[config.mk]
export PLATFORM = sky130hd
export DESIGN_NAME = page_buffer_pool_replacement
export DESIGN_NICKNAME = d
export VERILOG_FILES = /design/src/hw/rtl/pbr_pkg.sv /design/src/hw/rtl/pbr_age_scan.sv /design/src/hw/rtl/page_buffer_pool_replacement.sv
export VERILOG_INCLUDE_DIRS = /design/src /design/src/hw/rtl
export SDC_FILE = /design/constraint.sdc
export NUM_CORES = 1
export LEC_CHECK = 0
export ABC_AREA = 0
export BUFFER_PORTS_ARGS = -buffer_cell sky130_fd_sc_hd__buf_2
export CORE_MARGIN = 2
export CORE_UTILIZATION = 45
export CTS_CLUSTER_SIZE = 8
export DETAILED_ROUTE_END_ITERATION = 8
export PLACE_DENSITY_LB_ADDON = 0.2
export SETUP_SLACK_MARGIN = 0.1
export SYNTH_ARGS = -nofsm -noshare
export SYNTH_HDL_FRONTEND = slang
export SYNTH_SLANG_ARGS = --single-unit
[constraint.sdc]
create_clock -name aclk -period 6.8 [get_ports aclk]
set_clock_uncertainty 0.1 [all_clocks]
set_input_delay 1.02 -clock aclk [delete_from_list [all_inputs] [get_ports aclk]]
set_output_delay 1.02 -clock aclk [all_outputs]
set_load 0.01 [all_outputs]
[src/hw/rtl/assert_macros.svh]
// Assertion helpers; the synthesis build sees empty bodies.
`ifndef ASSERT_MACROS_SVH
`define ASSERT_MACROS_SVH

`ifndef SYNTHESIS

// Check a property at every rising clock edge outside reset.
`define PBR_ASSERT(lbl, clk, rst_n, prop) \
    lbl: assert property (@(posedge clk) disable iff (!rst_n) prop) \
        else $error("pbr assertion failed");

// Check that a condition never holds outside reset.
`define PBR_NEVER(lbl, clk, rst_n, cond) \
    lbl: assert property (@(posedge clk) disable iff (!rst_n) !(cond)) \
        else $error("pbr forbidden condition seen");

`else

`define PBR_ASSERT(lbl, clk, rst_n, prop)
`define PBR_NEVER(lbl, clk, rst_n, cond)

`endif

`endif

[src/hw/rtl/pbr_pkg.sv]
package pbr_pkg;

    localparam int SLOTS    = 16;
    localparam int SLOT_W   = $clog2(SLOTS);
    localparam int CNT_W    = SLOT_W + 1;
    localparam int PAGE_W   = 32;
    localparam int AGE_W    = 5;
    localparam int OSLOT_W  = 4;
    localparam int S_DATA_W = 32;
    localparam int M_DATA_W = 40;

    localparam logic [AGE_W-1:0] AGE_MAX = AGE_W'(31);

    // Commands from the request sequencer to the age store.
    typedef struct packed {
        logic              fill_we;
        logic [SLOT_W-1:0] fill_idx;
        logic              scan_start;
    } age_cmd_t;

    // Status from the age store back to the sequencer.
    typedef struct packed {
        logic              done;
        logic [SLOT_W-1:0] victim;
    } age_sts_t;

endpackage

[src/hw/rtl/pbr_age_scan.sv]
`include "assert_macros.svh"

module pbr_age_scan (
    input  logic              aclk,
    input  logic              aresetn,
    input  pbr_pkg::age_cmd_t cmd,
    output pbr_pkg::age_sts_t sts
);

    logic [pbr_pkg::AGE_W-1:0] age_mem [pbr_pkg::SLOTS];
    logic [pbr_pkg::AGE_W-1:0] age_rd_reg;

    logic                       scan_on_reg, scan_on_next;
    logic [pbr_pkg::SLOT_W-1:0] cnt_reg, cnt_next;
    logic                       pend_reg, pend_next;
    logic [pbr_pkg::SLOT_W-1:0] pend_idx_reg, pend_idx_next;
    logic [pbr_pkg::AGE_W-1:0]  best_reg, best_next;
    logic [pbr_pkg::SLOT_W-1:0] victim_reg, victim_next;
    logic                       zero_reg, zero_next;

    logic [pbr_pkg::AGE_W-1:0]  age_inc;
    logic                       we;
    logic [pbr_pkg::SLOT_W-1:0] waddr;
    logic [pbr_pkg::AGE_W-1:0]  wdata;

    localparam logic [pbr_pkg::SLOT_W-1:0] LAST_IDX = pbr_pkg::SLOT_W'(pbr_pkg::SLOTS - 1);

    assign age_inc = (age_rd_reg < pbr_pkg::AGE_MAX) ? age_rd_reg + 1'b1 : age_rd_reg;

    always_comb begin
        scan_on_next  = scan_on_reg;
        cnt_next      = cnt_reg;
        pend_next     = 1'b0;
        pend_idx_next = pend_idx_reg;
        best_next     = best_reg;
        victim_next   = victim_reg;
        zero_next     = 1'b0;

        if (cmd.scan_start) begin
            scan_on_next = 1'b1;
            cnt_next     = '0;
        end else if (scan_on_reg) begin
            pend_next     = 1'b1;
            pend_idx_next = cnt_reg;
            if (cnt_reg == LAST_IDX) begin
                scan_on_next = 1'b0;
            end else begin
                cnt_next = cnt_reg + 1'b1;
            end
        end

        // Keep the first slot holding the largest age seen so far.
        if (pend_reg) begin
            if (pend_idx_reg == '0 || age_rd_reg > best_reg) begin
                best_next   = age_rd_reg;
                victim_next = pend_idx_reg;
            end
            if (pend_idx_reg == LAST_IDX) begin
                zero_next = 1'b1;
            end
        end
    end

    // At most one write per cycle: fill, aging pass, or victim clear.
    always_comb begin
        we    = 1'b0;
        waddr = cmd.fill_idx;
        wdata = '0;
        if (cmd.fill_we) begin
            we = 1'b1;
        end else if (pend_reg) begin
            we    = 1'b1;
            waddr = pend_idx_reg;
            wdata = age_inc;
        end else if (zero_reg) begin
            we    = 1'b1;
            waddr = victim_reg;
        end
    end

    always_ff @(posedge aclk) begin
        if (we) begin
            age_mem[waddr] <= wdata;
        end
        age_rd_reg <= age_mem[cnt_reg];
    end

    always_ff @(posedge aclk) begin
        if (!aresetn) begin
            scan_on_reg <= 1'b0;
            pend_reg    <= 1'b0;
            zero_reg    <= 1'b0;
        end else begin
            scan_on_reg <= scan_on_next;
            pend_reg    <= pend_next;
            zero_reg    <= zero_next;
        end
    end

    always_ff @(posedge aclk) begin
        cnt_reg      <= cnt_next;
        pend_idx_reg <= pend_idx_next;
        best_reg     <= best_next;
        victim_reg   <= victim_next;
    end

    assign sts.done   = zero_reg;
    assign sts.victim = victim_reg;

endmodule

[src/hw/rtl/page_buffer_pool_replacement.sv]
// Page buffer pool with least-recently-replaced eviction. Each transfer on
// the slave side carries a 32-bit page number; one transfer comes back on
// the master side with the slot that now holds the page, a hit flag, a
// write-back flag and the evicted page number (zero unless write-back is
// set). Pages are looked up by a scan of the page memory, one slot per
// cycle, pipelined against its registered read. A hit ends the scan;
// a miss while free slots remain takes the next free slot after the full
// scan, and a miss into an empty pool skips the scan. Once the pool is
// full a miss runs a second pass over the age memory (one slot a cycle)
// that ages every slot and finds the oldest, then reads and replaces the
// victim's page. One request is in flight at a time; the next is taken
// as soon as the result sits in the output register, even while it waits
// for m_tready. No clearing pass is needed after reset.
`include "assert_macros.svh"

module page_buffer_pool_replacement (
    input  logic                         aclk,
    input  logic                         aresetn,
    input  logic                         s_tvalid,
    output logic                         s_tready,
    input  logic [pbr_pkg::S_DATA_W-1:0] s_tdata,  // [31:0] page_number
    output logic                         m_tvalid,
    input  logic                         m_tready,
    // [3:0] slot, [4] hit, [5] writeback, [37:6] evicted_page, [39:38] zero
    output logic [pbr_pkg::M_DATA_W-1:0] m_tdata
);

    localparam logic [2:0] ST_IDLE  = 3'd0;
    localparam logic [2:0] ST_LOOK  = 3'd1;
    localparam logic [2:0] ST_MISS  = 3'd2;
    localparam logic [2:0] ST_AGE   = 3'd3;
    localparam logic [2:0] ST_EVICT = 3'd4;
    localparam logic [2:0] ST_OUT   = 3'd5;

    localparam logic [pbr_pkg::CNT_W-1:0] FULL = pbr_pkg::CNT_W'(pbr_pkg::SLOTS);

    logic [2:0] state_reg, state_next;

    // Page memory, one read and one write port.
    logic [pbr_pkg::PAGE_W-1:0] page_mem [pbr_pkg::SLOTS];
    logic [pbr_pkg::PAGE_W-1:0] page_rd_reg;
    logic [pbr_pkg::SLOT_W-1:0] rd_addr;
    logic                       page_we;
    logic [pbr_pkg::SLOT_W-1:0] page_waddr;

    logic [pbr_pkg::CNT_W-1:0]  filled_reg, filled_next;
    logic [pbr_pkg::PAGE_W-1:0] req_reg, req_next;
    logic                       issue_reg, issue_next;
    logic [pbr_pkg::SLOT_W-1:0] cnt_reg, cnt_next;
    logic                       pv_reg, pv_next;
    logic [pbr_pkg::SLOT_W-1:0] pidx_reg, pidx_next;

    // Result held until the output register frees up.
    logic [pbr_pkg::SLOT_W-1:0] res_slot_reg, res_slot_next;
    logic                       res_hit_reg, res_hit_next;
    logic                       res_wb_reg, res_wb_next;
    logic [pbr_pkg::PAGE_W-1:0] res_old_reg, res_old_next;

    logic                         m_valid_reg, m_valid_next;
    logic [pbr_pkg::M_DATA_W-1:0] m_data_reg, m_data_next;

    pbr_pkg::age_cmd_t age_cmd;
    pbr_pkg::age_sts_t age_sts;

    logic s_accept;
    logic out_free;
    logic last_issue;

    assign s_accept   = s_tvalid && s_tready;
    assign out_free   = !m_valid_reg || m_tready;
    assign last_issue = {1'b0, cnt_reg} == (filled_reg - 1'b1);
    assign rd_addr    = (state_reg == ST_AGE) ? age_sts.victim : cnt_reg;

    pbr_age_scan u_age (
        .aclk    (aclk),
        .aresetn (aresetn),
        .cmd     (age_cmd),
        .sts     (age_sts)
    );

    always_comb begin
        state_next    = state_reg;
        filled_next   = filled_reg;
        req_next      = req_reg;
        issue_next    = issue_reg;
        cnt_next      = cnt_reg;
        pv_next       = 1'b0;
        pidx_next     = pidx_reg;
        res_slot_next = res_slot_reg;
        res_hit_next  = res_hit_reg;
        res_wb_next   = res_wb_reg;
        res_old_next  = res_old_reg;
        m_valid_next  = m_valid_reg && !m_tready;
        m_data_next   = m_data_reg;
        page_we       = 1'b0;
        page_waddr    = filled_reg[pbr_pkg::SLOT_W-1:0];
        age_cmd       = '0;
        age_cmd.fill_idx = filled_reg[pbr_pkg::SLOT_W-1:0];

        unique case (state_reg)
            ST_IDLE: begin
                if (s_accept) begin
                    req_next   = s_tdata;
                    cnt_next   = '0;
                    issue_next = 1'b1;
                    state_next = (filled_reg == '0) ? ST_MISS : ST_LOOK;
                end
            end
            ST_LOOK: begin
                // Issue one slot read a cycle; compare in the cycle after.
                if (issue_reg) begin
                    pv_next   = 1'b1;
                    pidx_next = cnt_reg;
                    if (last_issue) begin
                        issue_next = 1'b0;
                    end else begin
                        cnt_next = cnt_reg + 1'b1;
                    end
                end
                if (pv_reg) begin
                    if (page_rd_reg == req_reg) begin
                        res_slot_next = pidx_reg;
                        res_hit_next  = 1'b1;
                        res_wb_next   = 1'b0;
                        res_old_next  = '0;
                        issue_next    = 1'b0;
                        pv_next       = 1'b0;
                        state_next    = ST_OUT;
                    end else if ({1'b0, pidx_reg} == (filled_reg - 1'b1)) begin
                        state_next = ST_MISS;
                    end
                end
            end
            ST_MISS: begin
                if (filled_reg < FULL) begin
                    // Take the next free slot at age zero.
                    page_we         = 1'b1;
                    age_cmd.fill_we = 1'b1;
                    filled_next     = filled_reg + 1'b1;
                    res_slot_next   = filled_reg[pbr_pkg::SLOT_W-1:0];
                    res_hit_next    = 1'b0;
                    res_wb_next     = 1'b0;
                    res_old_next    = '0;
                    state_next      = ST_OUT;
                end else begin
                    age_cmd.scan_start = 1'b1;
                    state_next         = ST_AGE;
                end
            end
            ST_AGE: begin
                // Victim is stable once the scan reports done; read its page.
                if (age_sts.done) begin
                    res_slot_next = age_sts.victim;
                    state_next    = ST_EVICT;
                end
            end
            ST_EVICT: begin
                page_we      = 1'b1;
                page_waddr   = res_slot_reg;
                res_hit_next = 1'b0;
                res_wb_next  = 1'b1;
                res_old_next = page_rd_reg;
                state_next   = ST_OUT;
            end
            ST_OUT: begin
                if (out_free) begin
                    m_valid_next = 1'b1;
                    m_data_next  = {2'b00, res_old_reg, res_wb_reg, res_hit_reg,
                                    pbr_pkg::OSLOT_W'(res_slot_reg)};
                    state_next   = ST_IDLE;
                end
            end
            default: begin
                state_next = ST_IDLE;
            end
        endcase
    end

    always_ff @(posedge aclk) begin
        if (page_we) begin
            page_mem[page_waddr] <= req_reg;
        end
        page_rd_reg <= page_mem[rd_addr];
    end

    always_ff @(posedge aclk) begin
        if (!aresetn) begin
            state_reg   <= ST_IDLE;
            filled_reg  <= '0;
            issue_reg   <= 1'b0;
            pv_reg      <= 1'b0;
            m_valid_reg <= 1'b0;
        end else begin
            state_reg   <= state_next;
            filled_reg  <= filled_next;
            issue_reg   <= issue_next;
            pv_reg      <= pv_next;
            m_valid_reg <= m_valid_next;
        end
    end

    always_ff @(posedge aclk) begin
        req_reg      <= req_next;
        cnt_reg      <= cnt_next;
        pidx_reg     <= pidx_next;
        res_slot_reg <= res_slot_next;
        res_hit_reg  <= res_hit_next;
        res_wb_reg   <= res_wb_next;
        res_old_reg  <= res_old_next;
        m_data_reg   <= m_data_next;
    end

    assign s_tready = (state_reg == ST_IDLE);
    assign m_tvalid = m_valid_reg;
    assign m_tdata  = m_data_reg;

    `PBR_NEVER(a_fill_bound, aclk, aresetn, filled_reg > FULL)
    `PBR_NEVER(a_hit_no_wb, aclk, aresetn, m_tvalid && m_tdata[4] && m_tdata[5])
    `PBR_ASSERT(a_evict_full, aclk, aresetn, (m_tvalid && m_tdata[5]) |-> (filled_reg == FULL))
    `PBR_ASSERT(a_scan_in_age, aclk, aresetn, age_sts.done |-> (state_reg == ST_AGE))

endmodule

## Word-level counts from Yosys, hierarchy flattened

Memory sizes are Yosys's and may differ from the RTL's. A register that Yosys moved wholly into a read port is not among the register bits.
Index checks and enable logic that the tools add are counted.
Widths: inputs -> output; s select.

- Output and inout bits: 42
- Bits in writable memories: 592
- Logic and storage cells: 144
- Bits of input ports: 36
- Register bits: 147
- Memories: 2

Memory list:

| memory | words | width | rd ports | clocked after Yosys merged registers in | write ports | line | RTL |
|---|---|---|---|---|---|---|---|
| page_mem | 16 | 32 | 1 | 1 | 1 | page_buffer_pool_replacement.sv:40 | `logic [pbr_pkg::PAGE_W-1:0] page_mem [pbr_pkg::SLOTS];` |
| u_age.age_mem | 16 | 5 | 1 | 1 | 1 | pbr_age_scan.sv:10 | `logic [pbr_pkg::AGE_W-1:0] age_mem [pbr_pkg::SLOTS];` |

- Equality and inequality tests: 19
- Reduce and logical (&&, ||, !) cells: 27
- $add $sub $neg: 5
- Bitwise gates (word level): 3
- $lt $le $gt $ge: 3
- Mux-type cells: 65

Operators with widths:

| cell | number |
|---|---|
| $mux 32 | 3 |
| $pmux 32 s3 | 1 |
| $mux 4 | 12 |
| $eq 32x32->1 | 1 |
| $mux 1 | 31 |
| $mux 3 | 7 |
| $reduce_and 2->1 | 10 |
| $pmux 3 s6 | 1 |
| $mux 5 | 3 |
| $ne 2x2->1 const B | 6 |
| $pmux 4 s3 | 1 |
| $add 5x1->5 const B | 2 |
| $eq 4x5->1 | 2 |
| $lt 5x5->1 const B | 2 |
| $reduce_and 5->1 | 2 |
| $add 4x1->4 const B | 2 |
| $eq 4x4->1 const B | 2 |
| $pmux 4 s2 | 1 |
| $reduce_and 4->1 | 2 |
| $eq 3x2->1 const B | 2 |
| $eq 3x3->1 const B | 2 |
| $pmux 1 s3 | 2 |
| $reduce_bool 3->1 | 2 |
| $gt 5x5->1 | 1 |
| 15 further kinds | 22 |

## Logic depth before layout (Yosys ltp)

- Depth after elaboration: 7
- Mapped depth: 10
- Gate-level depth less buffers: 8

## By module

Synthesis repeated with hierarchy kept, for this count alone.

- Cells, all modules: 1668
- Area, all modules: 29617.2 um2

Modules (own cells, without submodules):

| module | cells each | instances | sequential area each (um2) | area an instance (um2) |
|---|---|---|---|---|
| page_buffer_pool_replacement | 1407 | 1 | 19718.9 | 25227.9 |
| pbr_age_scan | 261 | 1 | 3032.9 | 4389.2 |

## Worst setup path after synthesis

OpenSTA, ideal clock, no wires.

- Path type: flip-flop to flip-flop
- Start: register req_reg[29] (netlist bit)
- End: register res_hit_reg, enable pin
- Slack: 2.196 ns
- Period minus slack after synthesis: 4.604 ns
- Setup time: 0.477 ns
- Stages on the path, launching flop included: 7
- Path buffers: 0
- Required time: 6.223 ns
- Arrival: 4.027 ns
- Cell sequence: edfxtp_1 > xor2_1 > nor4_1 > nand4_1 > nor2_1 > nor2_1 > a211oi_1

- Longest elaborated chain between the ends: 3

RTL lines:

| element | line | RTL |
|---|---|---|
| from (decl) | page_buffer_pool_replacement.sv:47 | `logic [pbr_pkg::PAGE_W-1:0] req_reg, req_next;` |
| from (signal assigned) | page_buffer_pool_replacement.sv:203 | `req_reg <= req_next;` |
| $eq 32x32->1 | page_buffer_pool_replacement.sv:121 | `if (page_rd_reg == req_reg) begin` |
| $ne 2x2->1 (no source line) | -- |  |
| $reduce_and 4->1 (no source line) | -- |  |
| to (signal assigned) | page_buffer_pool_replacement.sv:207 | `res_hit_reg <= res_hit_next;` |
| to (decl) | page_buffer_pool_replacement.sv:55 | `logic res_hit_reg, res_hit_next;` |

Every way passes these cells.
A chain may end at the register's enable or synchronous reset.

## Final worst setup path

- Start: register state_reg[0]
- End: register page_rd_reg[9] (netlist bit) (read register of page_mem)

- Longest elaborated chain between the ends: 2

RTL lines:

| element | line | RTL |
|---|---|---|
| from (decl) | page_buffer_pool_replacement.sv:37 | `logic [2:0] state_reg, state_next;` |
| from (signal assigned) | page_buffer_pool_replacement.sv:194 | `state_reg <= state_next;` |
| $eq 3x2->1 | page_buffer_pool_replacement.sv:72 | `assign rd_addr = (state_reg == ST_AGE) ? age_sts.victim : cnt_reg;` |
| $mux 4 | page_buffer_pool_replacement.sv:72 |  |
| to (decl) | page_buffer_pool_replacement.sv:41 | `logic [pbr_pkg::PAGE_W-1:0] page_rd_reg;` |

Every way passes these cells.

==> results.sh <==
export IMPL_run_status="completed"
export IMPL_num_io_pins=78
export IMPL_yosys_register_bits=776
export IMPL_ys_seq_area_frac=0.7516
export IMPL_arrival_ns=4.50
export IMPL_cap_violations=0
export IMPL_critPathLaunchType="flip-flop"
export IMPL_first_pass_iters=5
export IMPL_grt_max_degree=181
export IMPL_required_ns=7.29
export IMPL_cts_buffers=107
export IMPL_largest_reg_flops=512
export IMPL_area_growth_pct=14.94
export IMPL_wl_per_cell_um=23.73
export IMPL_placement_rows=95
export IMPL_switching_power_mw=4.518
export IMPL_postCtsHoldBufs=0
export IMPL_pwr_share_seq=0.426
export IMPL_layout_drive_gt1_share=0.1524
export IMPL_slew_headroom=0.09966
export IMPL_cts_max_level=3
export IMPL_whs_ns=0.3159
export IMPL_synth_top_cell_area_share=0.7152
export IMPL_crit_path_max_incr_delay_ns=0.99
export IMPL_cts_sinks=776
export IMPL_synth_edf_count=721
export IMPL_post_cts_buffers=0
export IMPL_final_cell_area_sq_mm=0.03479
export IMPL_timing_rr_start="state_reg[0]"
export IMPL_hold_path_endpoint="m_tdata[34]"
export IMPL_fin_nets=2050
export IMPL_cp_num_buf_inv=1
export IMPL_r2r_end="page_rd_reg[9]"
export IMPL_powerDensity_mw_per_mm2=418.9
export IMPL_p_int_mw=10.06
export IMPL_hp_start="res_old_reg[28]"
export IMPL_start_util=0.4524
export IMPL_synth_area_sq_mm=0.03027
export IMPL_grt_pass1_vias=16750
export IMPL_cts_resized_gates=0
export IMPL_synth_cell_types=58
export IMPL_portBuffers=75
export IMPL_dr_total_vias=16670
export IMPL_gp_congestion=0.8194
export IMPL_worstSetupPathType="flip-flop to flip-flop"
export IMPL_antenna_found_initial=1
export IMPL_clockBufferDepth=3
export IMPL_clkTransAtPathRegs_ns=0.05
export IMPL_ys_async_sr_fraction=0
export IMPL_drc=0
export IMPL_ir_worst_vdd_v=0.0004198
export IMPL_hp_class="flip-flop to flip-flop"
export IMPL_synth_area_leaders="edfxtp_1, dfxtp_1, nand2_1"
export IMPL_hold_violations=0
export IMPL_cts_tree="yes"
export IMPL_min_period_ns=4.014
export IMPL_hpwl_um=36630
export IMPL_dpl_cell_area_sq_mm=0.03165
export IMPL_die_h_um=263.4
export IMPL_slew_viol_final=0
export IMPL_tns_ns=0
export IMPL_worst_path_max_fanout=103
export IMPL_setup_viol=0
export IMPL_worstMarginPinSlew_ns=1.351
export IMPL_syn_inst=1902
export IMPL_grt_overflow_total=0
export IMPL_cp_cell_sequence="nand3b_4 -> mux2_4 -> buf_4 -> and2_0 -> a211oi_1 -> o32ai_1 -> a221o_1"
export IMPL_crit_slowest_cell="mux2_4"
export IMPL_post_synth_top_count_cell="edfxtp_1"
export IMPL_rsz0062_at_grt="false"
export IMPL_dieArea_sq_mm=0.06936
export IMPL_drt_iter0_drc=1559
export IMPL_cts_root_buf="clkbuf_16"
export IMPL_die_width_um=263.4
export IMPL_syn_avg_cell_area_sq_um=15.92
export IMPL_synth_top_area_cell="edfxtp_1"
export IMPL_top_register="page_mem"
export IMPL_clock_latency_ns=0.66
export IMPL_leakagePower_nw=11.61
export IMPL_path_delay_family="multiplexers"
export IMPL_p_comb_frac=0.237
export IMPL_cp_end_kind="flip-flop"
export IMPL_fin_crit_sh=0.5903
export IMPL_via_per_inst=5.631
export IMPL_grt_pass1_wl_um=105500
export IMPL_clkPwrFrac=0.337
export IMPL_ant_nets=0
export IMPL_utilization=0.5199
export IMPL_r2r_cells=7
export IMPL_routed_wl_um=70280
export IMPL_core_sq_mm=0.06692
export IMPL_synthFlopType="edfxtp_1"
export IMPL_power_mw=14.58
export IMPL_synth_common_cells="edfxtp_1, nand2_1, a211oi_1, mux2i_1, a31oi_1"
export IMPL_hold_depth=0
export IMPL_synth_warnings=0
export IMPL_rrSetupSlack_ns=2.79
export IMPL_p_sw_frac=0.3099
export IMPL_max_freq_mhz=249.1
export IMPL_grtUsageTotal=0.2021
## worst max-delay path by stage
| stage | start | to | slack (ns) | cells after the start |
|---|---|---|---|---|
| finish | state_reg[0] | page_rd_reg[9] | 2.79 | 7 |
| global route | state_reg[0] | page_rd_reg[20] | 2.54 | 7 |
| CTS | state_reg[0] | page_rd_reg[9] | 2.85 | 7 |
| detailed placement | state_reg[0] | page_rd_reg[17] | 2.86 | 7 |
| global placement | state_reg[0] | page_rd_reg[13] | 2.96 | 7 |
| floorplan | req_reg[29] | res_hit_reg | 2.20 | 6 |
## worst reg2reg max path, delay by kind of cell, from the launching register on
kind	cells	cell delay [ns]
AO/OA/AOI/OAI	3	0.54
flip-flops	1	0.81
buffers and inverters	1	0.91
AND/OR/NAND/NOR	2	0.60
multiplexers	1	0.99
## cells by family after synthesis
family          share of synthesized area
xor+xnor                          0.01418
fa+ha+maj                        0.004133
compound gates                    0.07138
other cells                     0.0001239
simple gates                      0.08242
flops                              0.7516
mux                               0.05596
buf+inv                           0.02021
## layout by cell type, fill, tap and decap left out, types with 55 or more instances in the layout
master	n
clkbuf_1	77
a31oi_1	72
clkbuf_16	108
edfxtp_1	721
mux2i_1	72
a211oi_1	98
and3_1	67
buf_2	75
nand2_1	227
and2_0	67
dfxtp_1	55
## per-layer routing
metal / track usage / vias up / part of all wire
met2: 0.3352 / 480 / 0.49
met3: 0.03199 / 109 / 0.053
met4: 0.06610 / 0 / 0.021
li1: - / 7568 / -
met1: 0.2742 / 8517 / 0.43
met5: 0 / - / 0
## layout make-up
cell class | instances | area [sq um]
tap | 873 | 1092
clock inverter | 7 | 141.4
timing repair buffer | 109 | 655.6
clock buffer | 185 | 2992
inverter | 12 | 45.04
antenna | 1 | 2.502
sequential | 776 | 22750
fill | 5441 | 32130
multi-input combinational | 998 | 7113
## per-stage QoR
stage,worst slack [ns],instances
final,2.786,2961
after global routing,2.540,2961
after CTS,2.845,2960
after detailed placement,2.855,2768
after global placement,2.965,2768
after floorplan,2.196,1903
## power groups by stage
stage / Clock (mW) / Sequential (mW) / Combinational [mW]
3_5_place_dp: 0 / 6.29 / 3.45
4_1_cts: 5.03 / 6.21 / 3.47
6_report: 4.92 / 6.21 / 3.45
3_3_place_gp: 0 / 6.27 / 3.40
5_1_grt: 5.24 / 6.25 / 3.74
2_1_floorplan: 0 / 6.12 / 2.55
(Power assumes the default switching activity.)
